`src/hw/rtl/fccs_pkg.sv`:
```
// shared types, codes and constants of the cluster chain sequencer
package fccs_pkg;

    localparam int MAX_WINDOW_SECTORS_DEF = 8;
    localparam int ENTRIES_PER_SECTOR     = 128;

    localparam logic [31:0] END_OF_CHAIN    = 32'h0FFF_FFFF;
    localparam logic [31:0] FIRST_DATA_CLUS = 32'd2;

    localparam logic [7:0]  SPC_RESET = 8'd64;
    localparam logic [31:0] DRS_RESET = 32'd0;
    localparam logic [27:0] WBC_RESET = 28'd0;
    localparam logic [3:0]  WS_RESET  = 4'd8;

    // command codes on the input
    localparam logic [1:0] CMD_LOAD    = 2'd0;
    localparam logic [1:0] CMD_START   = 2'd1;
    localparam logic [1:0] CMD_ADVANCE = 2'd2;

    // item kinds after classification
    localparam logic [1:0] KIND_NOP     = 2'd0;
    localparam logic [1:0] KIND_LOAD    = 2'd1;
    localparam logic [1:0] KIND_START   = 2'd2;
    localparam logic [1:0] KIND_ADVANCE = 2'd3;

    // result status codes
    localparam logic [1:0] STATUS_OK      = 2'd0;
    localparam logic [1:0] STATUS_END     = 2'd1;
    localparam logic [1:0] STATUS_OUTSIDE = 2'd2;

    typedef struct packed {
        logic [7:0]  sectors_per_cluster;
        logic [31:0] data_region_start;
        logic [27:0] window_base_cluster;
        logic [3:0]  window_sectors;
    } cfg_t;

    typedef struct packed {
        logic [1:0]  kind;
        logic [9:0]  index;
        logic [31:0] value;
    } seq_item_t;

    typedef struct packed {
        logic      valid;
        seq_item_t item;
    } queue_out_t;

endpackage

```
`src/hw/rtl/fccs_regs.sv`:
```
// configuration registers behind the apb port
module fccs_regs
(
    input  logic                clk,
    input  logic                rst_n,
    input  logic                psel,
    input  logic                penable,
    input  logic                pwrite,
    input  logic [3:0]          paddr,
    input  logic [31:0]         pwdata,
    output logic [31:0]         prdata,
    output logic                pready,
    output fccs_pkg::cfg_t      cfg
);
    import fccs_pkg::*;

    localparam logic [1:0] REG_SPC = 2'd0;
    localparam logic [1:0] REG_DRS = 2'd1;
    localparam logic [1:0] REG_WBC = 2'd2;
    localparam logic [1:0] REG_WS  = 2'd3;

    cfg_t cfg_reg;
    cfg_t cfg_next;
    logic wr_en;

    assign pready = 1'b1;
    assign wr_en  = psel && penable && pwrite;
    assign cfg    = cfg_reg;

    always_comb
    begin
        cfg_next = cfg_reg;
        if (wr_en)
        begin
            unique case (paddr[3:2])
                REG_SPC: cfg_next.sectors_per_cluster = pwdata[7:0];
                REG_DRS: cfg_next.data_region_start   = pwdata;
                REG_WBC: cfg_next.window_base_cluster = pwdata[27:0];
                REG_WS:  cfg_next.window_sectors      = pwdata[3:0];
                default: cfg_next = cfg_reg;
            endcase
        end
    end

    always_comb
    begin
        unique case (paddr[3:2])
            REG_SPC: prdata = {24'd0, cfg_reg.sectors_per_cluster};
            REG_DRS: prdata = cfg_reg.data_region_start;
            REG_WBC: prdata = {4'd0, cfg_reg.window_base_cluster};
            REG_WS:  prdata = {28'd0, cfg_reg.window_sectors};
            default: prdata = 32'd0;
        endcase
    end

    always_ff @(posedge clk or negedge rst_n)
    begin
        if (!rst_n)
        begin
            cfg_reg.sectors_per_cluster <= SPC_RESET;
            cfg_reg.data_region_start   <= DRS_RESET;
            cfg_reg.window_base_cluster <= WBC_RESET;
            cfg_reg.window_sectors      <= WS_RESET;
        end
        else
        begin
            cfg_reg <= cfg_next;
        end
    end

endmodule

```
`config.mk`:
```
export PLATFORM = sky130hd
export DESIGN_NAME = fccs_regs
export DESIGN_NICKNAME = d
export VERILOG_FILES = /design/src/hw/rtl/fccs_pkg.sv /design/src/hw/rtl/fccs_regs.sv
export SDC_FILE = /design/constraint.sdc
export NUM_CORES = 1
export LEC_CHECK = 0
export BUFFER_PORTS_ARGS = -buffer_cell sky130_fd_sc_hd__buf_2
export CAP_MARGIN = 25
export CORE_MARGIN = 4
export CORE_UTILIZATION = 47
export CTS_CLUSTER_DIAMETER = 40
export DETAILED_ROUTE_END_ITERATION = 8
export PLACE_DENSITY = 0.8
export SYNTH_ARGS = -nofsm -noshare
export SYNTH_HDL_FRONTEND = slang
export SYNTH_SLANG_ARGS = --single-unit
```
`constraint.sdc`:
```
create_clock -name clk -period 1.95 [get_ports clk]
set_clock_uncertainty 0.2 [all_clocks]
set_input_delay 0.39 -clock clk [delete_from_list [all_inputs] [get_ports clk]]
set_output_delay 0.39 -clock clk [all_outputs]
set_load 0.01 [all_outputs]
```
==> out/metrics.yaml <==
run_status:
  status: "complete, no violations"
sta:
  fmax_mhz: 515.6
  finalCriticalPeriod_ns: 1.939
  maxSlewViolCount: 0
  setup_tns_ns: 0
  hold_viol: 0
  timing.hold.ws_ns: 0.08224
  setup_slack_ns: 0.01065
  period_share: 0.9945
  setup_viol: 0
  rsz0062_at_grt: "true"
floorplanning:
  fp-row-count: 29
  start_util: 0.4962
  die-width_um: 90.81
  fp.coreArea_sq_um: 6495
  die-area_sq_um: 8246
  io_pins: 146
  die_h_um: 90.81
drt:
  drt-vias-per-instance: 5.262
  drt-initial-drc-count: 64
  wl_mm: 8.004
  drt_first_pass_iters: 4
  drtAntennaViolNets: 0
  wl_per_cell_um: 17.75
  num_vias: 2373
  drc: 0
cts:
  clkTransAtPathRegs_ns: 0.08
  clk_path_buf_depth: 2
  htree_levels: 3
  cts_tree: "yes"
  numCtsBuffers: 9
  cts_root_buf: "clkbuf_8"
  clk_latency_ns: 0.33
  clock_sinks: 72
cells_and_area:
  fill_cells: 501
  layout.nets: 410
  stdcell_count: 451
  n_antenna_cell: 0
  final_core_util: 0.6789
  drive_gt1_frac: 0.7032
  area_growth_pct: 36.80
  fin_area_sq_um: 4409
  multi_input_area_sq_um: 1328
  largest_register_ffs: 72
  seq_area_sq_um: 1804
global_route:
  grt_pass1_vias: 2356
  grt_first_pass_wirelength_mm: 12.67
  grt_use_total: 0.1940
  grt_max_degree: 73
  antenna_found_initial: 0
  overflow: 0
critical_path:
  worstPathRequired_ns: 1.36
  crit_chain: "mux4_2 > buf_6"
  ff2ff_setup_slack_ns: 0.72
  r2r-start: "cfg[2]"
  rr_worst_depth: 3
  worstSetupStartpointType: "flop"
  worstSetupPathType: "flop to primary output"
  slowest_delay_ns: 0.47
  r2r-end: "cfg[2]"
  cp_data_arrival_time_ns: 1.35
  endpoint_kind: "primary output"
  cp_top_family: "multiplexers"
  cp_slowest_cell: "mux4_2"
  worst-path-buf-inv: 1
  crit_fanout: 3
yosys:
  synth_cells: 207
  synthTopCellsByArea: "dfrtp_1 (54%), mux2_2 (18%), mux2_4 (9.3%)"
  synth_area_per_cell_sq_um: 15.57
  ys_dominant_reg_cell: "dfrtp_1"
  synth_top_area_share: 0.5435
  synth_commonest_cells: "dfrtp_1 (70), mux2_2 (52), a22o_1 (20), mux2_4 (20)"
  yosysMostFrequentCell: "dfrtp_1"
  synthesis.nets: 248
  yosysTopAreaCell: "dfrtp_1"
  synth.distinct_cells: 23
  synth_edf_count: 0
  syn_area_sq_um: 3223
  ys_ff_latch: 72
  synthArstFlopShare: 1.000
  yosysWarnings: 0
  seq_area_frac_synth: 0.5598
pwr:
  combPwrFrac: 0.303
  p_int_mw: 3.315
  irDropWorstVdd_mv: 0.6353
  clkPwrFrac: 0.253
  switching_share: 0.3041
  p_seq_frac: 0.444
  p_leak_nw: 2.311
  power.total_mw: 4.763
  switchingPower_mw: 1.448
  p_per_area_nw_per_um2: 1080
hold_path:
  holdCritPathClass: "input port to flop"
  min_from: "pwdata[31]"
  hold_end: "cfg[63]"
  worstHoldPathCells: 2
placement:
  dp.cells: 428
  gp_congestion: 0.7780
  place_area_sq_um: 4134
  port_buffers: 142
  dp_slack_ns: -0.006087
  dp_hpwl_mm: 5.738
job:
  cap_violations: 0
==> cell usage in the layout (no fill, tap or decap), drive strengths merged <==
| cell | count |
|---|---|
| buf | 164 |
| mux2 | 72 |
| dfrtp | 70 |
| a22o | 20 |
| clkbuf | 12 |
| nand2 | 5 |
| mux4 | 4 |
| mux2i | 4 |
| o21ai | 4 |
| and2 | 4 |
| clkinvlp | 3 |
| nor2b | 2 |
| dfstp | 2 |
| nand3 | 1 |
| nor3b | 1 |
| or3b | 1 |
| nor2 | 1 |
| nor3 | 1 |
| conb | 1 |
| bufinv | 1 |
| dlygate4sd3 | 1 |
==> worst register-to-register path, delay by kind of cell (launching register included) <==
| kind | cells | cell delay [ns] |
|---|---|---|
| flip-flops | 1 | 0.39 |
| buffers and inverters | 2 | 0.27 |
| multiplexers | 1 | 0.26 |
==> routing by layer <==
layer  GRT usage  part of all wire
met1      0.2232              0.38
met2      0.3527              0.55
met3     0.04833             0.054
met4     0.06156             0.013
met5           0                 0
==> area by class of cell <==
class	instances	area share
clock buffer	12	0.03519
clock inverter	4	0.01192
multi-input combinational	121	0.3011
sequential	72	0.4092
tap	77	0.02185
timing repair buffer	165	0.2208
==> power groups by stage <==
stage	Clock (mW)	Sequential [mW]	Combinational, mW
global route	1.31	2.16	1.55
detailed placement	0	2.14	1.40
floorplan	0	2.27	0.580
CTS	1.24	2.12	1.42
finish	1.20	2.12	1.44
global placement	0	2.12	1.36
==> timing repair <==
item,CTS,global route
gates resized for setup,0,2
hold endpoints to repair,70,0
endpoints found under the setup margin,3,4
hold buffers,1,0
setup buffers,2,4
==> worst max path at each step <==
stage                     slack, ns      from  cells after the start         end
after floorplan                0.09  paddr[2]                      4  prdata[10]
after global placement         0.01    pwrite                      5     cfg[22]
after detailed placement     -0.006    pwrite                      5     cfg[17]
after CTS                     -0.01    cfg[1]                      2   prdata[1]
after global routing          -0.04    cfg[5]                      2   prdata[1]
final                          0.01    cfg[5]                      2   prdata[1]
==> kinds of logic after synthesis <==
| group | Yosys count | synth area share |
|---|---|---|
| compound gates | 24 | 0.06056 |
| buf+inv | 14 | 0.03183 |
| flops | 72 | 0.5598 |
| mux | 80 | 0.3152 |
| other cells | 1 | 0.001163 |
| simple gates | 16 | 0.03144 |
No activity file was read; power rests on OpenSTA's default activity.
