### src/hw/rtl/fccs_pkg.sv
// shared types, codes and constants of the cluster chain sequencer
package fccs_pkg;

    localparam int MAX_WINDOW_SECTORS_DEF = 8;
    localparam int ENTRIES_PER_SECTOR     = 128;

    localparam logic [31:0] END_OF_CHAIN    = 32'h0FFF_FFFF;
    localparam logic [31:0] FIRST_DATA_CLUS = 32'd2;

    localparam logic [7:0]  SPC_RESET = 8'd64;
    localparam logic [31:0] DRS_RESET = 32'd0;
    localparam logic [27:0] WBC_RESET = 28'd0;
    localparam logic [3:0]  WS_RESET  = 4'd8;

    // command codes on the input
    localparam logic [1:0] CMD_LOAD    = 2'd0;
    localparam logic [1:0] CMD_START   = 2'd1;
    localparam logic [1:0] CMD_ADVANCE = 2'd2;

    // item kinds after classification
    localparam logic [1:0] KIND_NOP     = 2'd0;
    localparam logic [1:0] KIND_LOAD    = 2'd1;
    localparam logic [1:0] KIND_START   = 2'd2;
    localparam logic [1:0] KIND_ADVANCE = 2'd3;

    // result status codes
    localparam logic [1:0] STATUS_OK      = 2'd0;
    localparam logic [1:0] STATUS_END     = 2'd1;
    localparam logic [1:0] STATUS_OUTSIDE = 2'd2;

    typedef struct packed {
        logic [7:0]  sectors_per_cluster;
        logic [31:0] data_region_start;
        logic [27:0] window_base_cluster;
        logic [3:0]  window_sectors;
    } cfg_t;

    typedef struct packed {
        logic [1:0]  kind;
        logic [9:0]  index;
        logic [31:0] value;
    } seq_item_t;

    typedef struct packed {
        logic      valid;
        seq_item_t item;
    } queue_out_t;

endpackage

### src/hw/rtl/fccs_front.sv
// front end: takes commands, classifies them and queues them for the back end
module fccs_front
#(
    parameter int MAX_WINDOW_SECTORS = fccs_pkg::MAX_WINDOW_SECTORS_DEF
)
(
    input  logic                    clk,
    input  logic                    rst_n,
    input  logic                    start,
    input  logic [1:0]              cmd,
    input  logic [9:0]              entry_index,
    input  logic [31:0]             entry_value,
    output logic                    busy,
    output fccs_pkg::queue_out_t    q_out,
    input  logic                    q_pop
);
    import fccs_pkg::*;

    localparam int DEPTH = MAX_WINDOW_SECTORS * ENTRIES_PER_SECTOR;

    seq_item_t  slot_reg [2];
    seq_item_t  in_item;
    logic       wr_ptr_reg;
    logic       wr_ptr_next;
    logic       rd_ptr_reg;
    logic       rd_ptr_next;
    logic [1:0] count_reg;
    logic [1:0] count_next;
    logic       push;

    // loads past the end of the store are dropped to a nop
    always_comb
    begin
        in_item.index = entry_index;
        in_item.value = entry_value;
        unique case (cmd)
            CMD_LOAD:
                in_item.kind = (32'(entry_index) < 32'(DEPTH)) ? KIND_LOAD : KIND_NOP;
            CMD_START:   in_item.kind = KIND_START;
            CMD_ADVANCE: in_item.kind = KIND_ADVANCE;
            default:     in_item.kind = KIND_NOP;
        endcase
    end

    assign busy        = (count_reg == 2'd2);
    assign push        = start && !busy;
    assign q_out.valid = (count_reg != 2'd0);
    assign q_out.item  = slot_reg[rd_ptr_reg];

    always_comb
    begin
        wr_ptr_next = push ? !wr_ptr_reg : wr_ptr_reg;
        rd_ptr_next = q_pop ? !rd_ptr_reg : rd_ptr_reg;
        count_next  = count_reg + {1'b0, push} - {1'b0, q_pop};
    end

    always_ff @(posedge clk or negedge rst_n)
    begin
        if (!rst_n)
        begin
            wr_ptr_reg <= 1'b0;
            rd_ptr_reg <= 1'b0;
            count_reg  <= 2'd0;
        end
        else
        begin
            wr_ptr_reg <= wr_ptr_next;
            rd_ptr_reg <= rd_ptr_next;
            count_reg  <= count_next;
        end
    end

    always_ff @(posedge clk)
    begin
        if (push)
        begin
            slot_reg[wr_ptr_reg] <= in_item;
        end
    end

endmodule

### config.mk
export PLATFORM = sky130hd
export DESIGN_NAME = fccs_front
export DESIGN_NICKNAME = d
export VERILOG_FILES = /design/src/hw/rtl/fccs_pkg.sv /design/src/hw/rtl/fccs_front.sv
export SDC_FILE = /design/constraint.sdc
export NUM_CORES = 1
export LEC_CHECK = 0
export BUFFER_PORTS_ARGS = -buffer_cell sky130_fd_sc_hd__buf_4
export CORE_ASPECT_RATIO = 0.5
export CORE_UTILIZATION = 49
export CTS_BUF_LIST = sky130_fd_sc_hd__clkbuf_8
export CTS_CLUSTER_DIAMETER = 40
export CTS_CLUSTER_SIZE = 25
export DETAILED_ROUTE_END_ITERATION = 12
export PLACE_DENSITY = 0.77
export SYNTH_ARGS = -nofsm -noshare
export SYNTH_HDL_FRONTEND = slang
export SYNTH_SLANG_ARGS = --single-unit
### constraint.sdc
create_clock -name clk -period 3.9 [get_ports clk]
set_input_delay 0.39 -clock clk [delete_from_list [all_inputs] [get_ports clk]]
set_output_delay 0.39 -clock clk [all_outputs]
set_load 0.01 [all_outputs]
==> impl_results.rst <==
.. list-table::
   :header-rows: 1

   * - Metric
     - Value
   * - CP max FO
     - 25
   * - Number of filler cells placed in the layout
     - 450
   * - Commonest cells in the synthesized netlist
     - sky130_fd_sc_hd__edfxtp_1 (88), sky130_fd_sc_hd__mux2_4 (39), sky130_fd_sc_hd__mux2_2 (5)
   * - Vias/cell
     - 4.78
   * - Top-level port count
     - 94
   * - Net count after synthesis
     - approximately 210
   * - Sequential-to-total area share from yosys stat
     - around three quarters
   * - Required arrival time at the worst endpoint
     - roughly 3.5 ns
   * - Part of the power in combinational logic
     - around 34%
   * - Level count of the clock H-tree
     - 3
   * - Number of max-slew violations in the final report
     - 0
   * - Leakage power figure
     - around 1.9 nW
   * - Fin Setup TNS
     - 0 ns
   * - Starting utilization of the core area
     - between 50% and 60%
   * - Setup Skew
     - between 0.01 and 0.015 ns
   * - Most numerous cell in the Yosys netlist
     - sky130_fd_sc_hd__edfxtp_1
   * - Area growth from synthesis to final layout
     - 27.1%
   * - Share of flip-flops with an asynchronous set or reset
     - under 10%
   * - First drt pass iteration count
     - 4
   * - Avg Synthesized Cell Area
     - 22.7 um2
   * - Tot Pwr
     - 0.00329 W
   * - Number of DRC markers after the initial detailed-route iteration
     - just under 90
   * - Start of the worst register-to-register path
     - count_reg[1]$_DFF_PN0_
   * - Clock buffer count from CTS
     - 9
   * - Worst min-delay path endpoint
     - slot_reg[1][4]$_DFFE_PP_
   * - Fraction of layout cells with a size suffix above 1
     - ~60%
   * - Number of buffers inserted by post-CTS setup repair
     - 0
   * - Register clock-pin slew on the reported worst setup and hold paths
     - ~0.09 ns
   * - Clock root buffer master
     - sky130_fd_sc_hd__clkbuf_8
   * - Netlist area before placement
     - approximately 3600 um2
   * - # Max-Cap Violations
     - 0
   * - Minimum period implied by the final worst setup slack
     - ~2.6 ns
   * - Yosys cell types
     - 15
   * - Antenna-violating nets left
     - 0
   * - Yosys top cell area share
     - roughly 73%
   * - Unrepaired setup endpoints after global routing
     - false
   * - Cells resized by post-CTS repair
     - 0
   * - Routability cong.
     - 0.674
   * - Number of setup violations in the final report
     - 0
   * - Cell depth of the worst hold path
     - 1
   * - Number of enable-type register cells in the synthesized netlist
     - approximately 90
   * - Antenna violations before repair
     - 0
   * - Signal arrival time at the worst endpoint
     - ~2.2 ns
   * - Reg-to-reg critical path endpoint
     - slot_reg[0][36]$_DFFE_PP_
   * - Clock Power Share
     - 20.8%
   * - Highest attainable clock frequency
     - about 400 MHz
   * - Status
     - complete, no violations
   * - Clock sinks
     - 92
   * - Worst slew margin relative to its limit
     - just over 30%
   * - DRC violation count after routing
     - 0
   * - Most instantiated flip-flop cell in the synthesis netlist
     - sky130_fd_sc_hd__edfxtp_1
   * - Number of warnings issued by yosys
     - 0
   * - Dpl hpwl
     - roughly 3700 um
   * - Core area
     - approximately 6900 um2
   * - FF-to-FF setup slack
     - about 1.9 ns
   * - Count of final hold-check violations
     - 0
   * - Flip-flop count of the largest register after layout
     - just under 90
   * - Setup CP Type
     - reg -> out
   * - Period utilisation layout
     - 65.8%
   * - Worst min-delay path category
     - in -> reg
   * - Net switching power figure
     - roughly 0.00092 W
   * - First-pass GRT wire length
     - about 8700 um
   * - Switching fraction of total power
     - between 20% and 30%
   * - Routed wirelength normalized by instance count
     - 15.5 um
   * - CTS tree
     - yes
   * - Internal Dissipation
     - between 0.002 and 0.0025 W
   * - Hold Startpoint
     - entry_value[4]
   * - Pin count of the biggest net entering global routing
     - 45
   * - GRT Overall Usage
     - 15.7%
   * - Crit end category
     - output pin
   * - FF+latch area
     - around 2700 um2
   * - Antenna cells
     - 0
   * - Slew at the pin closest to its max-slew limit
     - approximately 1.0 ns
   * - Cell area power density
     - 718 nW/um2
   * - PortBufs
     - 93
   * - Clock latency on the worst-skew pair
     - about 0.35 ns
   * - Remaining global-route overflow
     - 0
   * - Hold buffers post-CTS
     - 1
   * - Via Count
     - ~1700
   * - Wire length after detailed routing
     - 5540 um
   * - Worst reg-to-reg path cell count
     - 4
   * - Register bit count reported by yosys
     - between 90 and 100
   * - Post-synthesis instance total
     - roughly 160
   * - Top area cells in the synthesized netlist
     - sky130_fd_sc_hd__edfxtp_1 (73%), sky130_fd_sc_hd__mux2_4 (16%), sky130_fd_sc_hd__dfrtp_1 (2.8%)
   * - Number of buffers on the longest clock path
     - 2
   * - # nets final
     - around 310
   * - Num rows
     - 21
   * - Top cell type by total area after synthesis
     - sky130_fd_sc_hd__edfxtp_1
   * - Width of the die
     - 123 um
   * - Combined area of the multi-input logic cells
     - between 700 and 800 um2
   * - Via count of the first global-routing pass
     - 1797
   * - Maximum VDD drop
     - between 0.5 and 0.6 mV
   * - Die Ht
     - ~63 um
   * - Total Die Area
     - ~7700 um2
   * - Setup crit start kind
     - flip-flop
   * - Sequential share of power
     - roughly 45%
stage by stage:
step / worst slack (ns) / utilization (%) / cells / hold WS (ns) / area, um2
6_report: 1.33 / 66.4 / 358 / 0.216 / 4590
2_1_floorplan: 1.02 / - / 159 / 0.0944 / 3610
4_1_cts: 1.32 / 66.4 / 358 / 0.195 / 4590
3_5_place_dp: 1.71 / 63.0 / 341 / 0.195 / 4360
3_3_place_gp: 1.75 / 63.0 / 341 / 0.192 / 4360
5_1_grt: 1.25 / 66.4 / 358 / 0.190 / 4590
area by class of cell:
type                    instances  area share (%)
clock buffers                   9            2.70
clock inverters                 7            2.13
inverters                       4           0.327
multi-input cells              58            16.7
flip-flops and latches         92            59.8
well taps                      92            2.51
repair buffers                 96            15.8
worst max path at each step:
| stage | end | start | cells after the start | slack (ns) |
|---|---|---|---|---|
| final | q_out[36] | rd_ptr_reg$_DFFE_PN0P_ | 3 | 1.33 |
| after global placement | q_out[40] | rd_ptr_reg$_DFFE_PN0P_ | 3 | 1.75 |
| after CTS | q_out[28] | rd_ptr_reg$_DFFE_PN0P_ | 3 | 1.32 |
| after floorplan | slot_reg[0][0]$_DFFE_PP_ | count_reg[1]$_DFF_PN0_ | 3 | 1.02 |
| after detailed placement | q_out[28] | rd_ptr_reg$_DFFE_PN0P_ | 3 | 1.71 |
| after global routing | q_out[39] | rd_ptr_reg$_DFFE_PN0P_ | 3 | 1.25 |
kinds of logic (layout without fill, tap and decap cells):
logic type / after synthesis / in the layout / share of synthesized area (%)
buffers and inverters: 9 / 116 / 2.95
flip-flops: 92 / 92 / 76.0
adder cells (fa/ha/maj): 4 / 4 / 1.39
XOR/XNOR: 4 / 4 / 0.971
multiplexers: 44 / 44 / 17.8
AND/OR/NAND/NOR: 6 / 6 / 0.901
worst max-delay path, cell delays in order (launching register included):
cell                      delay (ns)
sky130_fd_sc_hd__dfrtp_2        0.78
sky130_fd_sc_hd__buf_4          0.53
sky130_fd_sc_hd__mux2_4         0.35
sky130_fd_sc_hd__buf_4          0.14
cell usage in the layout (no fill, tap or decap):
cell type and n:
sky130_fd_sc_hd__dlygate4sd3_1 1, sky130_fd_sc_hd__mux2_4 39, sky130_fd_sc_hd__clkbuf_8 9, sky130_fd_sc_hd__dfrtp_1 3
sky130_fd_sc_hd__or2_2 2, sky130_fd_sc_hd__nand2_1 1, sky130_fd_sc_hd__xnor2_1 3, sky130_fd_sc_hd__nand2b_1 1
sky130_fd_sc_hd__xor2_1 1, sky130_fd_sc_hd__and3_2 1, sky130_fd_sc_hd__nor2_4 1, sky130_fd_sc_hd__inv_6 2
sky130_fd_sc_hd__edfxtp_1 88, sky130_fd_sc_hd__buf_4 95, sky130_fd_sc_hd__mux2_2 5, sky130_fd_sc_hd__ha_1 4
sky130_fd_sc_hd__dfrtp_2 1, sky130_fd_sc_hd__clkinv_2 1, sky130_fd_sc_hd__clkinvlp_4 2, sky130_fd_sc_hd__bufinv_16 2
sky130_fd_sc_hd__inv_1 4
power by group through the flow:
stage	combinational [W]	clock [W]	sequential [W]
floorplan	0.000829	0	0.00143
global placement	0.00113	0	0.00148
detailed placement	0.00115	0	0.00150
CTS	0.00115	0.000700	0.00147
global route	0.00122	0.000739	0.00149
finish	0.00113	0.000684	0.00147
routing by layer:
metal | routed length (um) | part of all wire (%) | track usage, % | vias to the layer above
met5 | 0 | 0 | 0 | -
met4 | 61 | 1.1 | 5.87 | 0
met3 | 292 | 5.3 | 5.29 | 6
met2 | 3010 | 54 | 27.4 | 55
met1 | 2180 | 39 | 17.9 | 834
li1 | - | - | - | 816
(Power assumes the default switching activity.)
